$ cat src/hw/rtl/skti_pkg.sv
// Package: shared constants, types and command/status structs for the knot table interpolator.
package skti_pkg;

  localparam int Capacity  = 64;
  localparam int IdxW      = $clog2(Capacity);
  localparam int CntW      = $clog2(Capacity + 1);
  localparam int ProdW     = 66;
  localparam int OpW       = 2;
  localparam int StW       = 2;

  typedef enum logic [OpW-1:0] {
    OP_INSERT  = 2'd0,
    OP_PREDICT = 2'd1,
    OP_CLEAR   = 2'd2,
    OP_NONE    = 2'd3
  } op_e;

  typedef enum logic [StW-1:0] {
    ST_OK   = 2'd0,
    ST_FULL = 2'd1,
    ST_FEW  = 2'd2
  } status_e;

  typedef enum logic [3:0] {
    S_IDLE,
    S_SEARCH,
    S_SRCH_WAIT,
    S_SHIFT,
    S_WRITE,
    S_RD_S,
    S_RD_E,
    S_SETUP,
    S_MUL,
    S_DIV,
    S_FIN,
    S_OUT
  } state_e;

  typedef struct packed {
    logic load;       // capture input word
    logic srch_start; // initialise binary search bounds
    logic srch_step;  // compare read key and narrow bounds
    logic shift_wr;   // write it one place up, step pointer down
    logic ins_wr;     // write new knot at insert position
    logic rd_s;       // read lower knot
    logic rd_e;       // read upper knot
    logic setup;      // form differences
    logic mul;        // multiply both dims
    logic div_start;
    logic div_step;
    logic fin;        // round, saturate, build result
    logic clear;
  } cmd_t;

  typedef struct packed {
    op_e  op;
    logic srch_done;
    logic shift_done;
    logic full;
    logic few;
    logic div_done;
  } sts_t;

endpackage

$ cat src/hw/rtl/skti_ctrl.sv
// Controller state machine sequencing search, shift, interpolation and output.
module skti_ctrl (
  input  logic            clk_i,
  input  logic            rst_ni,
  input  logic            in_valid_i,
  output logic            in_ready_o,
  output logic            out_valid_o,
  input  logic            out_ready_i,
  input  skti_pkg::sts_t  sts_i,
  output skti_pkg::cmd_t  cmd_o
);

  skti_pkg::state_e state_q, state_d;

  always_ff @(posedge clk_i or negedge rst_ni) begin
    if (!rst_ni) begin
      state_q <= skti_pkg::S_IDLE;
    end else begin
      state_q <= state_d;
    end
  end

  always_comb begin
    state_d = state_q;
    case (state_q)
      skti_pkg::S_IDLE: begin
        if (in_valid_i) state_d = skti_pkg::S_SEARCH;
      end
      skti_pkg::S_SEARCH: begin
        case (sts_i.op)
          skti_pkg::OP_INSERT:  state_d = skti_pkg::S_SRCH_WAIT;
          skti_pkg::OP_PREDICT: state_d = sts_i.few ? skti_pkg::S_FIN : skti_pkg::S_SRCH_WAIT;
          default:              state_d = skti_pkg::S_FIN;
        endcase
      end
      skti_pkg::S_SRCH_WAIT: begin
        if (sts_i.srch_done) begin
          if (sts_i.op == skti_pkg::OP_INSERT) begin
            state_d = sts_i.full ? skti_pkg::S_FIN : skti_pkg::S_SHIFT;
          end else begin
            state_d = skti_pkg::S_RD_S;
          end
        end
      end
      skti_pkg::S_SHIFT: begin
        if (sts_i.shift_done) state_d = skti_pkg::S_WRITE;
      end
      skti_pkg::S_WRITE: state_d = skti_pkg::S_FIN;
      skti_pkg::S_RD_S:  state_d = skti_pkg::S_RD_E;
      skti_pkg::S_RD_E:  state_d = skti_pkg::S_SETUP;
      skti_pkg::S_SETUP: state_d = skti_pkg::S_MUL;
      skti_pkg::S_MUL:   state_d = skti_pkg::S_DIV;
      skti_pkg::S_DIV: begin
        if (sts_i.div_done) state_d = skti_pkg::S_FIN;
      end
      skti_pkg::S_FIN:   state_d = skti_pkg::S_OUT;
      skti_pkg::S_OUT: begin
        if (out_ready_i) state_d = skti_pkg::S_IDLE;
      end
      default: state_d = skti_pkg::S_IDLE;
    endcase
  end

  always_comb begin
    cmd_o       = '0;
    in_ready_o  = 1'b0;
    out_valid_o = 1'b0;
    case (state_q)
      skti_pkg::S_IDLE: begin
        in_ready_o = 1'b1;
        cmd_o.load = in_valid_i;
      end
      skti_pkg::S_SEARCH: begin
        cmd_o.srch_start = 1'b1;
        if (sts_i.op == skti_pkg::OP_CLEAR) cmd_o.clear = 1'b1;
      end
      skti_pkg::S_SRCH_WAIT: begin
        cmd_o.srch_step = 1'b1;
      end
      skti_pkg::S_SHIFT: begin
        cmd_o.shift_wr = 1'b1;
      end
      skti_pkg::S_WRITE:  cmd_o.ins_wr = 1'b1;
      skti_pkg::S_RD_S:   cmd_o.rd_s = 1'b1;
      skti_pkg::S_RD_E:   cmd_o.rd_e = 1'b1;
      skti_pkg::S_SETUP:  cmd_o.setup = 1'b1;
      skti_pkg::S_MUL: begin
        cmd_o.mul       = 1'b1;
        cmd_o.div_start = 1'b1;
      end
      skti_pkg::S_DIV:    cmd_o.div_step = 1'b1;
      skti_pkg::S_FIN:    cmd_o.fin = 1'b1;
      skti_pkg::S_OUT:    out_valid_o = 1'b1;
      default: ;
    endcase
  end

endmodule

$ cat config.mk
export PLATFORM = sky130hd
export DESIGN_NAME = skti_ctrl
export DESIGN_NICKNAME = d
export VERILOG_FILES = /design/src/hw/rtl/skti_pkg.sv /design/src/hw/rtl/skti_ctrl.sv
export SDC_FILE = /design/constraint.sdc
export NUM_CORES = 1
export LEC_CHECK = 0
export BUFFER_PORTS_ARGS = -buffer_cell sky130_fd_sc_hd__buf_2
export CAP_MARGIN = 20
export CORE_AREA = 2 2 39 41
export CTS_BUF_LIST = sky130_fd_sc_hd__clkbuf_4 sky130_fd_sc_hd__clkbuf_8 sky130_fd_sc_hd__clkbuf_16
export DETAILED_ROUTE_END_ITERATION = 6
export DIE_AREA = 0 0 41 43
export MAX_ROUTING_LAYER = met4
export SKIP_LAST_GASP = 1
export SYNTH_ARGS = -nofsm -noshare
export SYNTH_HDL_FRONTEND = slang
export SYNTH_SLANG_ARGS = --single-unit
export TNS_END_PERCENT = 1
$ cat constraint.sdc
create_clock -name clk_i -period 2 [get_ports clk_i]
set_clock_uncertainty 0.2 [all_clocks]
set_input_delay 0.2 -clock clk_i [delete_from_list [all_inputs] [get_ports clk_i]]
set_output_delay 0.2 -clock clk_i [all_outputs]
set_load 0.02 [all_outputs]
; ---- Yosys cells after proc, flatten, opt, wreduce, memory -nomap -nowiden
; Cells that the tools add are included.
[totals]
ff_bits = 4
inputBits = 11
output_inout_bits = 15
wordCells = 47
[op_classes]
eq_ne = 18
n_mux = 25
reduce_logical = 3
[op_table]
columns = operator, count
row1 = one-hot mux 4 bit (12 select lines), 1
row2 = two-way mux 4 bit, 8
row3 = equality test 4 x 3 -> 1 bit (second input constant), 4
row4 = equality test 4 bit (second input constant), 4
row5 = two-way mux 1 bit, 14
row6 = inequality test 2 bit (second input constant), 5
row7 = equality test 4 x 2 -> 1 bit (second input constant), 2
row8 = one-hot mux 4 bit (2 select lines), 1
row9 = AND reduction 5 bit, 1
row10 = equality test 4 x 1 -> 1 bit (second input constant), 1
row11 = logical NOT 4 bit, 1
row12 = equality test 2 x 1 -> 1 bit (second input constant), 1
row13 = equality test 2 bit (second input constant), 1
row14 = logical NOT 2 bit, 1
row15 = two-way mux 2 bit, 1

; ---- Longest topological paths before layout
[depth]
depth_word = 4
depth_mapped = 5
mapped_depth_nobuf = 4

; ---- Least setup slack after synthesis
; Ideal clock, no wire load.
[synth_timing]
path_type = register to output
start = reg state_q[3]
end = out cmd_o[12] (netlist name)
arrival_ns = 1.581
required_time_ns = 1.600
path_slack_ns = 0.019
path_stages_with_launch = 5
n_path_buf = 1
cell_sequence = dfrtp_1 or2_1 buf_6 nor3_1 and2_1
[synth_lines]
columns = item, line_no
row1 = start: declaration, skti_ctrl.sv:13  ; skti_pkg::state_e state_q, state_d;
row2 = start signal: assignment, skti_ctrl.sv:17  ; state_q <= skti_pkg::S_IDLE;
row3 = start signal: assignment, skti_ctrl.sv:19  ; state_q <= state_d;
row4 = end: declaration, skti_ctrl.sv:10  ; output skti_pkg::cmd_t cmd_o

==> impl_metrics.csv <==
group,metric,value,unit
clock_tree,htree_levels,1,
layout,top_register,"state_q",
worst_setup_path,cp_top_family,"simple AND/OR/NAND/NOR gates",
grt,grt_max_degree,12,
clock_tree,cts_buffers,3,
yosys,synthCells,60,
clock_tree,insertion_delay,230,ps
timing,rsz0062_at_grt,"false",
placement,place_congestion,0.845,
timing,slew_viol_final,0,
routing,via_per_inst,5.23,
worst_setup_path,r2r-end,"state_q[0]$_DFFE_PN0P_",
timing,fin_crit_sh,93.0,%
layout,antenna_cells,0,
grt,grt_pass1_vias,425,
job,maxCapViolations,0,
timing,tightest_slew,491,ps
yosys,yosys_warnings,0,
routing,drcViolationCount,0,
grt,grt_pass1_wl,1750,um
yosys,syn_area_per_cell,7.22,um2
status,status,"finished, final reports clean",
floorplan,die_w,41,um
worst_setup_path,cp-end-kind,"output port",
yosys,synth_fp_nets,71,
worst_setup_path,path_class,"register to output port",
grt,antenna_found_initial,0,
floorplan,num_rows,14,
worst_setup_path,cp.arrival,1460,ps
placement,dp_hpwl,847,um
timing,fin_crit,1860,ps
clock_tree,cts.sinks,4,
clock_tree,clock_path_buffers,2,
timing,max_freq,0.538,GHz
yosys,synth-seq-cells,4,
yosys,synth.distinct_cells,29,
worst_setup_path,crit_path_start_kind,"register",
timing,hold_viol,0,
timing,setup_viol,0,
worst_hold_path,hold_path.class,"input pin to asynchronous set/reset pin",
floorplan,fp.dieH,43,um
worst_setup_path,cp_data_required_time,1600,ps
timing,setup-tns-final,0,ps
worst_setup_path,r2r_start,"state_q[1]$_DFFE_PN0P_",
layout,largest_reg_flops,4,
layout,area_delta_synth_final,38.7,%
routing,drtIter0Drc,16,
worst_setup_path,crit_chain,"buf_4 > or2b_1 > nor3_1 > buf_2",
yosys,synth-async-reset-ratio,100,%
timing,slew_headroom,66.4,%
layout,layout_common_cells,"25 x buf_2, 13 x nor2_1",
floorplan,design.core.area,1380,um2
floorplan,top_level_ports,26,
timing,whs,91.2,ps
clock_tree,cts_tree,"yes",
placement,port-buffer-count,25,
routing,drtAntennaViolNets,0,
grt,grt-ovfl-total,0,
worst_setup_path,crit_fanout,11,
grt,track_usage,15.2,%
power_and_ir_drop,p_leak,0.307,nW
power_and_ir_drop,power_density,1690,nW/um2
yosys,synth-edff-count,0,
yosys,synth_area,433,um2
layout,reg_top3,"state_q x4",
layout,fin_nets,100,
worst_setup_path,cp_slowest_cell,"dfrtp_1",
yosys,yosysSeqAreaShare,23.1,%
power_and_ir_drop,peakVddDrop,0.580,mV
worst_setup_path,path_buf_inv,2,
clock_tree,clockRootBuffer,"clkbuf_4",
routing,vias,539,
worst_setup_path,max_stage_delay,380,ps
routing,wire_per_inst,10.8,um
routing,first_pass_iters,4,
routing,wirelength,1110,um
layout,drive_gt1_share,39.1,%
yosys,ys.flop_type,"dfrtp_1",
layout,mostFrequentLayoutCell,"buf_2",
floorplan,design.die.area,1760,um2
worst_setup_path,reg2regPathDepth,4,
clock_tree,clkTransAtPathRegs,40,ps
floorplan,start_util,31.3,%
worst_setup_path,r2r_slack,250,ps
clock_tree,cts_setup_buffers,0,
==> cell usage after synthesis, drive strengths merged, types with 2 or more instances <==
cell     n  area [um2]
nor3     4        20.0
o22ai    2        12.5
nand4b   2        17.5
nand2b   4        25.0
nand2    4        15.0
or3      2        17.5
nor2    13        48.8
a21oi    3        15.0
o21ai    3        15.0
nor4b    2        17.5
buf      4        31.3
dfrtp    4         100
==> layer usage <==
metal	GRT usage [%]	up-vias	share of wire [%]
li1	-	273	-
met1	20.0	233	43
met2	20.3	29	46
met3	3.14	4	8.6
met4	10.0	0	2.2
met5	-	-	0
==> what timing repair did <==
item                                    4_1_cts  5_1_grt
endpoints found under the setup margin        0        1
hold endpoints to repair                      4        0
gates resized for setup                       0        1
hold buffers                                  1        0
==> power by group <==
group	internal [W]	leakage, nW	switching (W)
registers	0.000126	0.0499	0.0000647
clock network	0.0000671	0.0138	0.0000326
logic	0.000303	0.243	0.000421
==> worst max-delay path by stage <==
stage	startpoint	endpoint	slack (ps)	cells past startpoint
global route	state_q[2]$_DFFE_PN0P_	cmd_o[3]	60	4
global placement	state_q[3]$_DFFE_PN0P_	state_q[0]$_DFFE_PN0P_	260	4
CTS	state_q[3]$_DFFE_PN0P_	cmd_o[0]	80	3
detailed placement	state_q[3]$_DFFE_PN0P_	state_q[0]$_DFFE_PN0P_	250	4
finish	state_q[2]$_DFFE_PN0P_	cmd_o[3]	140	4
floorplan	state_q[3]$_DFFE_PN0P_	cmd_o[12]	20	4
==> cell type report <==
cell class	instances	area, um2
inverters	1	3.75
fillers	152	783
repair buffers	29	158
well taps	16	20.0
multi-input cells	50	297
clock buffers	3	22.5
flip-flops and latches	4	100
==> cells by family (layout without fill, tap and decap cells) <==
kind of cell,after synthesis,after routing,share of synthesized area (%)
AOI/OAI and AO/OA,14,14,21.1
buffers and inverters,6,33,8.96
DFF,4,4,23.1
muxes,2,2,4.91
and+or+nand+nor,34,34,41.9
==> metrics by stage <==
stage | instances | setup slack [ps] | total power [W] | instance area [um2] | util (%)
2_1_floorplan | 60 | 18.5 | 0.000745 | 433 | -
3_3_place_gp | 99 | 263 | 0.000900 | 566 | 40.9
3_5_place_dp | 99 | 249 | 0.000902 | 566 | 40.9
4_1_cts | 103 | 78.5 | 0.00100 | 598 | 43.2
5_1_grt | 103 | 58.6 | 0.00110 | 601 | 43.4
6_report | 103 | 140 | 0.00101 | 601 | 43.4
Note: power is estimated with default switching activity, not from simulation.
